## src/hw/rtl/stid_pkg.sv

```systemverilog
// Shared constants and types for the sorted table insert/delete unit.
package stid_pkg;

    localparam int CAPACITY    = 16;
    localparam int CNT_W       = $clog2(CAPACITY + 1);
    localparam int VALUE_W     = 32;
    localparam int COUNT_OUT_W = 5;

    localparam logic OP_INSERT = 1'b0;
    localparam logic OP_DELETE = 1'b1;

    typedef enum logic [1:0] {
        ST_IDLE,
        ST_COMPARE,
        ST_UPDATE
    } state_t;

    typedef struct packed {
        logic load;
        logic compare;
        logic update;
    } ctrl_cmd_t;

    typedef struct packed {
        logic full;
        logic empty;
    } dp_status_t;

endpackage

```

## src/hw/rtl/stid_ctrl.sv

```systemverilog
// Controller state machine for the sorted table insert/delete unit.
module stid_ctrl
(
    input  logic                  clk,
    input  logic                  rst_n,
    input  logic                  in_valid,
    output logic                  in_ready,
    output logic                  out_valid,
    input  logic                  out_ready,
    input  stid_pkg::dp_status_t  status,
    output stid_pkg::ctrl_cmd_t   cmd
);

    stid_pkg::state_t state_reg;
    stid_pkg::state_t state_next;
    logic             out_valid_reg;
    logic             out_valid_next;

    always_ff @(posedge clk or negedge rst_n)
    begin
        if (!rst_n)
        begin
            state_reg     <= stid_pkg::ST_IDLE;
            out_valid_reg <= 1'b0;
        end
        else
        begin
            state_reg     <= state_next;
            out_valid_reg <= out_valid_next;
        end
    end

    always_comb
    begin
        state_next     = state_reg;
        out_valid_next = out_valid_reg && !out_ready;
        cmd            = '0;
        in_ready       = 1'b0;
        unique case (state_reg)
            stid_pkg::ST_IDLE:
            begin
                in_ready = 1'b1;
                if (in_valid)
                begin
                    cmd.load   = 1'b1;
                    state_next = stid_pkg::ST_COMPARE;
                end
            end
            stid_pkg::ST_COMPARE:
            begin
                cmd.compare = 1'b1;
                state_next  = stid_pkg::ST_UPDATE;
            end
            stid_pkg::ST_UPDATE:
            begin
                // hold the table until the previous result has left
                if (!out_valid_reg || out_ready)
                begin
                    cmd.update     = 1'b1;
                    out_valid_next = 1'b1;
                    state_next     = stid_pkg::ST_IDLE;
                end
            end
            default:
            begin
                state_next = stid_pkg::ST_IDLE;
            end
        endcase
        // status is informational; a full or empty table takes the same path through the states
        if (status.full && status.empty)
        begin
            state_next = stid_pkg::ST_IDLE;
        end
    end

    assign out_valid = out_valid_reg;

endmodule

```

## src/hw/rtl/stid_datapath.sv

```systemverilog
// Row of compare-and-shift cells holding the sorted entries and the count.
module stid_datapath
(
    input  logic                                  clk,
    input  logic                                  rst_n,
    input  stid_pkg::ctrl_cmd_t                   cmd,
    input  logic                                  operation,
    input  logic signed [stid_pkg::VALUE_W-1:0]   value,
    output stid_pkg::dp_status_t                  status,
    output logic                                  ok,
    output logic [stid_pkg::COUNT_OUT_W-1:0]      count_after
);

    localparam int CAP = stid_pkg::CAPACITY;

    logic                                op_reg;
    logic signed [stid_pkg::VALUE_W-1:0] value_reg;
    logic signed [stid_pkg::VALUE_W-1:0] entry_reg [CAP];
    logic signed [stid_pkg::VALUE_W-1:0] entry_next [CAP];
    logic [stid_pkg::CNT_W-1:0]          count_reg;
    logic [stid_pkg::CNT_W-1:0]          count_next;
    logic [CAP-1:0]                      ge_reg;
    logic [CAP-1:0]                      ge_next;
    logic                                found_reg;
    logic                                found_next;
    logic                                ok_reg;
    logic                                ok_next;
    logic [CAP-1:0]                      hit;
    logic [CAP-1:0]                      boundary;
    logic                                full;

    assign full         = (count_reg == stid_pkg::CNT_W'(CAP));
    assign status.full  = full;
    assign status.empty = (count_reg == '0);

    // Each cell: is this slot at or beyond the insertion point?
    always_comb
    begin
        for (int i = 0; i < CAP; i++)
        begin
            ge_next[i] = !((stid_pkg::CNT_W'(i) < count_reg) && (value_reg > entry_reg[i]));
            hit[i]     = ge_next[i] && ((i == 0) || !ge_next[(i == 0) ? 0 : i - 1])
                         && (stid_pkg::CNT_W'(i) < count_reg) && (entry_reg[i] == value_reg);
        end
        found_next = |hit;
    end

    always_comb
    begin
        for (int i = 0; i < CAP; i++)
        begin
            boundary[i] = ge_reg[i] && ((i == 0) || !ge_reg[(i == 0) ? 0 : i - 1]);
        end
    end

    // Shift the cells up on insert or down on delete.
    always_comb
    begin
        count_next = count_reg;
        ok_next    = 1'b0;
        for (int i = 0; i < CAP; i++)
        begin
            entry_next[i] = entry_reg[i];
        end
        if (op_reg == stid_pkg::OP_INSERT)
        begin
            if (!full)
            begin
                ok_next    = 1'b1;
                count_next = count_reg + stid_pkg::CNT_W'(1);
                for (int i = 0; i < CAP; i++)
                begin
                    if (boundary[i])
                    begin
                        entry_next[i] = value_reg;
                    end
                    else if (ge_reg[i] && (i > 0))
                    begin
                        entry_next[i] = entry_reg[(i == 0) ? 0 : i - 1];
                    end
                end
            end
        end
        else
        begin
            if (found_reg)
            begin
                ok_next    = 1'b1;
                count_next = count_reg - stid_pkg::CNT_W'(1);
                for (int i = 0; i < CAP - 1; i++)
                begin
                    if (ge_reg[i])
                    begin
                        entry_next[i] = entry_reg[i + 1];
                    end
                end
            end
        end
    end

    always_ff @(posedge clk or negedge rst_n)
    begin
        if (!rst_n)
        begin
            count_reg <= '0;
        end
        else if (cmd.update)
        begin
            count_reg <= count_next;
        end
    end

    always_ff @(posedge clk)
    begin
        if (cmd.load)
        begin
            op_reg    <= operation;
            value_reg <= value;
        end
        if (cmd.compare)
        begin
            ge_reg    <= ge_next;
            found_reg <= found_next;
        end
        if (cmd.update)
        begin
            ok_reg <= ok_next;
            for (int i = 0; i < CAP; i++)
            begin
                entry_reg[i] <= entry_next[i];
            end
        end
    end

    assign ok          = ok_reg;
    assign count_after = stid_pkg::COUNT_OUT_W'(count_reg);

endmodule

```

## src/hw/rtl/sorted_table_insert_delete_unit.sv

```systemverilog
// Top level of the sorted table insert/delete unit.
//
//  channel  | handshake            | payload
//  ---------+----------------------+---------------------------
//  input    | in_valid / in_ready  | operation, value
//  output   | out_valid / out_ready| ok, count_after
//
// Each transaction runs through accept, a parallel compare across all cells,
// then one shift/update of the cell row. The next transaction can be
// accepted while a result still waits in the output register; its update
// step holds until that result is taken. Reset empties the table (the count
// clears; entry contents are not cleared). No clearing pass is needed.
module sorted_table_insert_delete_unit
(
    input  logic                                 clk,
    input  logic                                 rst_n,
    input  logic                                 in_valid,
    output logic                                 in_ready,
    input  logic                                 operation,
    input  logic signed [stid_pkg::VALUE_W-1:0]  value,
    output logic                                 out_valid,
    input  logic                                 out_ready,
    output logic                                 ok,
    output logic [stid_pkg::COUNT_OUT_W-1:0]     count_after
);

    stid_pkg::ctrl_cmd_t  cmd;
    stid_pkg::dp_status_t status;

    // sequence accept, compare and update
    stid_ctrl u_ctrl
    (
        .clk       (clk),
        .rst_n     (rst_n),
        .in_valid  (in_valid),
        .in_ready  (in_ready),
        .out_valid (out_valid),
        .out_ready (out_ready),
        .status    (status),
        .cmd       (cmd)
    );

    // hold the sorted cells, the count and the result
    stid_datapath u_datapath
    (
        .clk         (clk),
        .rst_n       (rst_n),
        .cmd         (cmd),
        .operation   (operation),
        .value       (value),
        .status      (status),
        .ok          (ok),
        .count_after (count_after)
    );

    // busy right after accepting a transaction
    assert property (@(posedge clk) disable iff (!rst_n)
        (in_valid && in_ready) |=> !in_ready)
        else $error("accepted a transaction while busy");

    // a result appears only when a transaction was in flight
    assert property (@(posedge clk) disable iff (!rst_n)
        $rose(out_valid) |-> !$past(in_ready))
        else $error("result without a transaction in flight");

    // a failed operation leaves the count unchanged
    assert property (@(posedge clk) disable iff (!rst_n)
        ($rose(out_valid) && !ok) |-> (count_after == $past(count_after)))
        else $error("failed operation changed the count");

endmodule
```

## config.mk

```make
export PLATFORM = sky130hd
export DESIGN_NAME = sorted_table_insert_delete_unit
export DESIGN_NICKNAME = d
export VERILOG_FILES = /design/src/hw/rtl/stid_pkg.sv /design/src/hw/rtl/stid_ctrl.sv /design/src/hw/rtl/stid_datapath.sv /design/src/hw/rtl/sorted_table_insert_delete_unit.sv
export SDC_FILE = /design/constraint.sdc
export NUM_CORES = 2
export LEC_CHECK = 0
export BUFFER_PORTS_ARGS = -buffer_cell sky130_fd_sc_hd__buf_4
export CAP_MARGIN = 10
export CORE_AREA = 5 5 256 258
export DETAILED_ROUTE_END_ITERATION = 12
export DIE_AREA = 0 0 261 263
export PLACE_DENSITY = 0.81
export SYNTH_ARGS = -nofsm -noshare
export SYNTH_HDL_FRONTEND = slang
export SYNTH_SLANG_ARGS = --single-unit
export TNS_END_PERCENT = 20
```

## constraint.sdc

```tcl
create_clock -name clk -period 3.6 [get_ports clk]
set_input_delay 0.72 -clock clk [delete_from_list [all_inputs] [get_ports clk]]
set_output_delay 0.72 -clock clk [all_outputs]
set_load 0.03 [all_outputs]
```

---- Word-level counts from Yosys, hierarchy flattened ----
Memory sizes are Yosys's and may differ from the RTL's.
Index checks and enable logic that the tools add are counted.
operators by class
  reduce and logical (&&, ||, !) cells .... 119
  div/mod/pow operators ................... 0
  bitwise logic cells ..................... 0
  shifts and indexed selects .............. 0
  multiply operators ...................... 0
  multiplexer cells ....................... 70
  add/sub/neg operators ................... 2
  eq/ne operators ......................... 23
  order comparisons ....................... 32
operator list
  cell                                                                    count
  32-bit 2-to-1 mux                                                       47
  480-bit 2-to-1 mux                                                      2
  32-bit equality test                                                    16
  32-bit > comparator                                                     16
  512-bit 2-to-1 mux                                                      1
  1-bit logical AND                                                       80
  4-bit by 5-bit < comparator with 1-bit output (first input constant)    8
  1-bit logical NOT                                                       33
  3-bit by 5-bit < comparator with 1-bit output (first input constant)    4
  16-bit OR reduction                                                     1
  5-bit 2-to-1 mux                                                        3
  1-bit 2-to-1 mux                                                        13
  1-bit by 5-bit < comparator with 1-bit output (first input constant)    2
  2-bit by 5-bit < comparator with 1-bit output (first input constant)    2
  2-bit 2-to-1 mux                                                        3
  2-bit case mux with 3 select lines                                      1
  5-bit by 1-bit adder with 5-bit output (second input constant)          1
  5-bit equality test (second input constant)                             1
  5-bit logical NOT                                                       1
  5-bit by 1-bit subtractor with 5-bit output (second input constant)     1
  3-bit by 1-bit != test with 1-bit output (second input constant)        1
  3-bit by 2-bit != test with 1-bit output (second input constant)        1
  3-bit AND reduction                                                     1
  2-bit by 1-bit equality test with 1-bit output (second input constant)  1
  6 further kinds                                                         6
storage, ports and cells
  flip-flop bits (word level) ............. 59
  RAM bits ................................ 512
  bits of input ports ..................... 37
  ROM bits ................................ 0
  logic and storage cells ................. 255
  latch bits .............................. 0
  memories ................................ 1
memories
  name                  words  width  read ports  clocked after memory_dff  wr ports  RTL line             text
  u_datapath.entry_reg  16     32     16          0                         16        stid_datapath.sv:18  logic signed [stid_pkg::VALUE_W-1:0] entry_reg [CAP];

---- Longest topological paths before layout ----
  depth in word-level cells ............... 7
  depth in mapped cells ................... 12
  mapped depth without buffers ............ 11

---- By module ----
A second synthesis with hierarchy kept.
second synthesis, totals
  cells, all modules ...................... 4,488
  area total of the unflattened synthesis .. 40,734.1 µm²
modules (own cells, without submodules)
  module         area each (µm²)  seq. area each (µm²)  cells each  times used
  stid_datapath  40,575.2         17,031.3              4,474       1
  stid_ctrl      158.9            75.1                  14          1

---- Worst setup path after synthesis ----
Ideal clock, no wire load.
  kind .................................... register to register
  start point ............................. register, netlist name u_datapath.count_after[1]
  end point ............................... memory u_datapath.entry_reg[6][0] in the netlist's numbering, enable pin
  setup slack ............................. 0.344 ns
  path buffers ............................ 4
  stages on the path, launching flop included .. 10
  library setup time ...................... 0.392 ns
  arrival time ............................ 2.864 ns
  clock period less this slack ............ 3.256 ns
  cells stage by stage .................... dfrtp_1 clkbuf_1 inv_1 ha_1 a31o_2 clkbuf_1 clkbuf_1 nand2_1 clkbuf_1 and3_1
RTL lines
  element           RTL line
  end: declaration  stid_datapath.sv:18

---- Worst setup path after layout ----
  start point ............................. register u_datapath.value_reg[15] in the netlist's numbering
  end point ............................... register u_datapath.found_reg, data pin
between the ends
  word-level cells in the longest chain between the ends .. 7
  elaborated cells on any way between the ends .. 112
  those cells by class .................... order compare: 16; eq/ne: 16; reduce/logical: 80
ends and longest elaborated chain
  element                         RTL line              text
  start: declaration              stid_datapath.sv:17   logic signed [stid_pkg::VALUE_W-1:0] value_reg;
  start signal: assignment        stid_datapath.sv:118  value_reg <= value;
  32-bit > comparator             stid_datapath.sv:41   ge_next[i] = !((stid_pkg::CNT_W'(i) < count_reg) && (value_reg > entry_reg[i]));
  1-bit logical AND               stid_datapath.sv:41
  1-bit logical NOT               stid_datapath.sv:41
  1-bit logical AND               stid_datapath.sv:42   hit[i] = ge_next[i] && ((i == 0) || !ge_next[(i == 0) ? 0 : i - 1])
  1-bit logical AND (2 in a row)  stid_datapath.sv:43   && (stid_pkg::CNT_W'(i) < count_reg) && (entry_reg[i] == value_reg);
  16-bit OR reduction (*)         stid_datapath.sv:45   found_next = |hit;
  net u_datapath.found_next       stid_datapath.sv:25   logic found_next;
  end signal: assignment          stid_datapath.sv:123  found_reg <= found_next;
  end: declaration                stid_datapath.sv:24   logic found_reg;
Mark *: on every way through the listed nets, which the timed path passes. The rest lies on a longest branch.
A chain may end at the register's enable or synchronous reset.

==> summary.md <==
| Metric | Value |
|---|---|
| Pre-antenna DRT Iters | `6` |
| Number of CTS-inserted buffers | `between 60 and 70` |
| Syn avg cell area | `9.23 um^2` |
| Number of inserted diodes | `0` |
| Chip height | `263 um` |
| Largest net degree at the start of global routing | `191` |
| Cells after synthesis | `about 4400` |
| Vias per cell | `just over 6` |
| Area taken by multi-input logic gates | `0.0207 mm^2` |
| Largest cells by area after synthesis | `edfxtp_1, ha_1, o21ai_0` |
| Post-route setup slack | `0.0601 ns` |
| Initial antenna violation count | `0` |
| FFs w/ async S/R, synth | `1.40%` |
| Pre-CTS setup slack | `-0.0947 ns` |
| Core Box Area | `0.0627 mm^2` |
| Worst VDD drop | `0.497 mV` |
| Top_reg_cell synth | `edfxtp_1` |
| Setup TNS | `0 ns` |
| Multiplexer area fraction after synthesis | `6.46%` |
| RSZ-0062 raised after global routing | `yes` |
| Static Leak | `20.2 nW` |
| Reg clk slew, reported paths | `0.06 ns` |
| Number of flip-flops in the largest register | `512` |
| Top-area cell type share of the netlist area | `41.8%` |
| Crit Path Class | `reg2reg` |
| Num rows | `92` |
| CP max FO | `14` |
| Residual DRC | `0` |
| Final hold violations | `0` |
| Distinct cells, synth | `66` |
| Vias in the first global route | `between 30000 and 40000` |
| CP required | `3.96 ns` |
| Mapped cell area | `0.0405 mm^2` |
| HP Class | `in2reg` |
| Routability Congestion | `0.932` |
| Met2 Usage GRT | `51.5%` |
| Status | `completed` |
| Die width | `between 200 and 300 um` |
| Htree depth | `3` |
| Maximum clock rate | `282 MHz` |
| GRT Max-Usage Layer | `met2` |
| Pwr Total | `approximately 24 mW` |
| Met3 track demand over resource | `between 4 and 5%` |
| Tcrit/Tclk final | `98.3%` |
| Layout cells sized above 1 | `7.40%` |
| Final slew viol count | `0` |
| Final std cells w/o fill | `approximately 5300` |
| Skew-Pair Late Insertion Delay | `about 0.63 ns` |
| Port buffer count | `between 40 and 50` |
| Fill cells | `4687` |
| Hold path cells | `1` |
| Iteration-0 DRC Markers | `4106` |
| Initial cell density of the core | `64.5%` |
| Sequential share of the synthesized area | `42.3%` |
| Post-DP HPWL | `around 80 mm` |
| Final #Nets | `4947` |
| Max Cap Viol | `0` |
| Crit end category | `register` |
| Routed WL | `113 mm` |
| XOR/XNOR Fraction of Synth Area | `less than 1%` |
| Clk_skew | `0.0181 ns` |
| Post-Synth Simple-Gate Area | `12.8%` |
| GRT Total Usage | `32.1%` |
| Biggest cell delay along the critical path | `0.60 ns` |
| Mapped Nets | `4935` |
| Largest family of logic cells by synthesized area | `adder cells` |
| Pwr Density | `535 mW/mm^2` |
| Worst Path Arrival | `around 3.9 ns` |
| Slew @ Worst Pin | `1.19 ns` |
| First-pass GRT wire length | `178 mm` |
| ANT nets after route | `0` |
| Slew headroom | `20.4%` |
| Met1 GRT Util | `approximately 44%` |
| FF+latch area | `0.0171 mm^2` |
| Clock tree root buffer cell | `clkbuf_16` |
| CTS Sinks | `571` |
| CTS tree | `done` |
| Final-report setup violation count | `0` |
| Number of synthesized flops with an enable pin | `between 500 and 600` |
| Clock buffer depth | `3` |
| GRT overflow | `0` |
| Flops & latches, synth | `roughly 570` |
| Placed Cells | `5167` |
| Synth Area in Compound Gates | `15.4%` |
| Die area | `0.0686 mm^2` |
| Layout overhead on the synthesized area | `9.93%` |
| Synth area leader | `edfxtp_1` |
| WL/cell | `approximately 21 um` |
| CP max stage cell | `edfxtp_1` |
| Via count | `33000` |
| IO Count | `45` |
| Worst hold slack | `0.272 ns` |
| Crit-path cells | `buf_4, ha_1, nand4_1, nor4_2, a21boi_0, o41ai_1, o211ai_1, xnor2_1, a211o_2, a2111oi_2, nand4bb_1` |
| Post-Synth Adder-Cell Area | `around 16%` |
| Depth of the most critical reg-to-reg path | `11` |
| Yosys warning count | `0` |
| CP startpoint kind | `register` |
| Min Tclk post-route | `around 3.5 ns` |
[report_power, final]
group / internal (mW) / switching [mW]
Sequential: 8.52 / 0.536
Clock: 3.81 / 2.90
Combinational: 2.90 / 5.11
[final cells by class]
type	instances	area share (%)
timing repair buffer	170	3.61
tap	846	2.38
clock inverter	34	0.566
inverter	511	4.31
clock buffer	87	4.13
multi-input combinational	3072	46.5
sequential	571	38.5
[repair_timing]
item,CTS,global route
buffers inserted,1,1
hold buffers,1,0
hold endpoints to repair,8,0
endpoints found under the setup margin,1,2
resized for setup,1,5
[final timing paths]
kind / start / endpoint / slack, ns
worst max-delay path: u_datapath.value_reg[15] / u_datapath.found_reg / 0.06
max in group asynchronous: rst_n / u_ctrl.state_reg[0] / 3.02
min in group asynchronous: rst_n / u_datapath.count_after[4] / 0.45
worst max register to register: u_datapath.value_reg[15] / u_datapath.found_reg / 0.06
worst min register to register: u_ctrl.out_valid / u_ctrl.out_valid / 0.52
worst min-delay path: operation / u_datapath.op_reg / 0.27
[cell families after synthesis]
family          Yosys count
simple gates           1163
fa+ha+maj               516
xor+xnor                 15
flops                   571
buf+inv                 739
compound gates         1121
mux                     257
[routing by layer]
metal | vias to the layer above | part of all wire (%) | wire length (um)
li1 | 15600 | - | -
met2 | 1625 | 46 | 52100
met5 | - | 0 | 0
met4 | 0 | 4.6 | 5140
met3 | 263 | 8.3 | 9310
met1 | 15500 | 41 | 46200
[layout by cell type (no fill, tap or decap), types with 10 or more instances in the layout]
cell type | synthesis | final
buf_12 | 0 | 26
nand2_1 | 577 | 577
nor2b_1 | 27 | 19
nor2_1 | 275 | 275
o21ai_0 | 514 | 514
a22o_1 | 34 | 34
nor4_1 | 17 | 15
mux2i_1 | 225 | 225
xnor2_1 | 10 | 10
o211ai_1 | 15 | 15
edfxtp_1 | 563 | 563
a211oi_1 | 18 | 18
nand4_1 | 85 | 85
nand3_1 | 63 | 63
mux2_2 | 32 | 32
and3_1 | 19 | 19
a21oi_1 | 411 | 411
clkinv_1 | 1 | 19
inv_1 | 510 | 510
buf_4 | 0 | 143
clkbuf_16 | 0 | 70
a21o_1 | 54 | 54
and4_1 | 20 | 20
clkbuf_1 | 212 | 15
ha_1 | 516 | 516
a221oi_1 | 17 | 17
nor3_1 | 17 | 17
nand2b_1 | 21 | 14
[cell usage after synthesis, drive strengths merged (6+ instances only)]
library cell	number
a211oi	18
a21boi	9
a21o	54
a21oi	412
a221o	7
a221oi	17
a22o	34
a31oi	7
and2	8
and3	19
and4	20
buf	16
clkbuf	212
dfrtp	8
edfxtp	563
ha	516
inv	510
mux2	32
mux2i	225
nand2	577
nand2b	21
nand3	63
nand4	86
nor2	275
nor2b	27
nor3	17
nor4	17
o211ai	15
o21ai	514
or3	10
or4	6
xnor2	10
[stage by stage]
step	cell area (um^2)	util, %
final	44500	70.9
after global routing	44500	70.9
after CTS	44400	70.8
after detailed placement	42300	67.5
after global placement	42300	67.5
after floorplan	40500	-
[worst max-delay path, delay by kind of cell, from the launching register on]
kind / cells / cell delay (ns)
buffers and inverters: 1 / 0.30
DFF: 1 / 0.60
xor gates and xnor gates: 1 / 0.22
adders and majority gates: 1 / 0.28
AOI/OAI and AO/OA: 5 / 1.51
and+or+nand+nor: 3 / 0.37
Note: power is estimated with default switching activity, not from simulation.
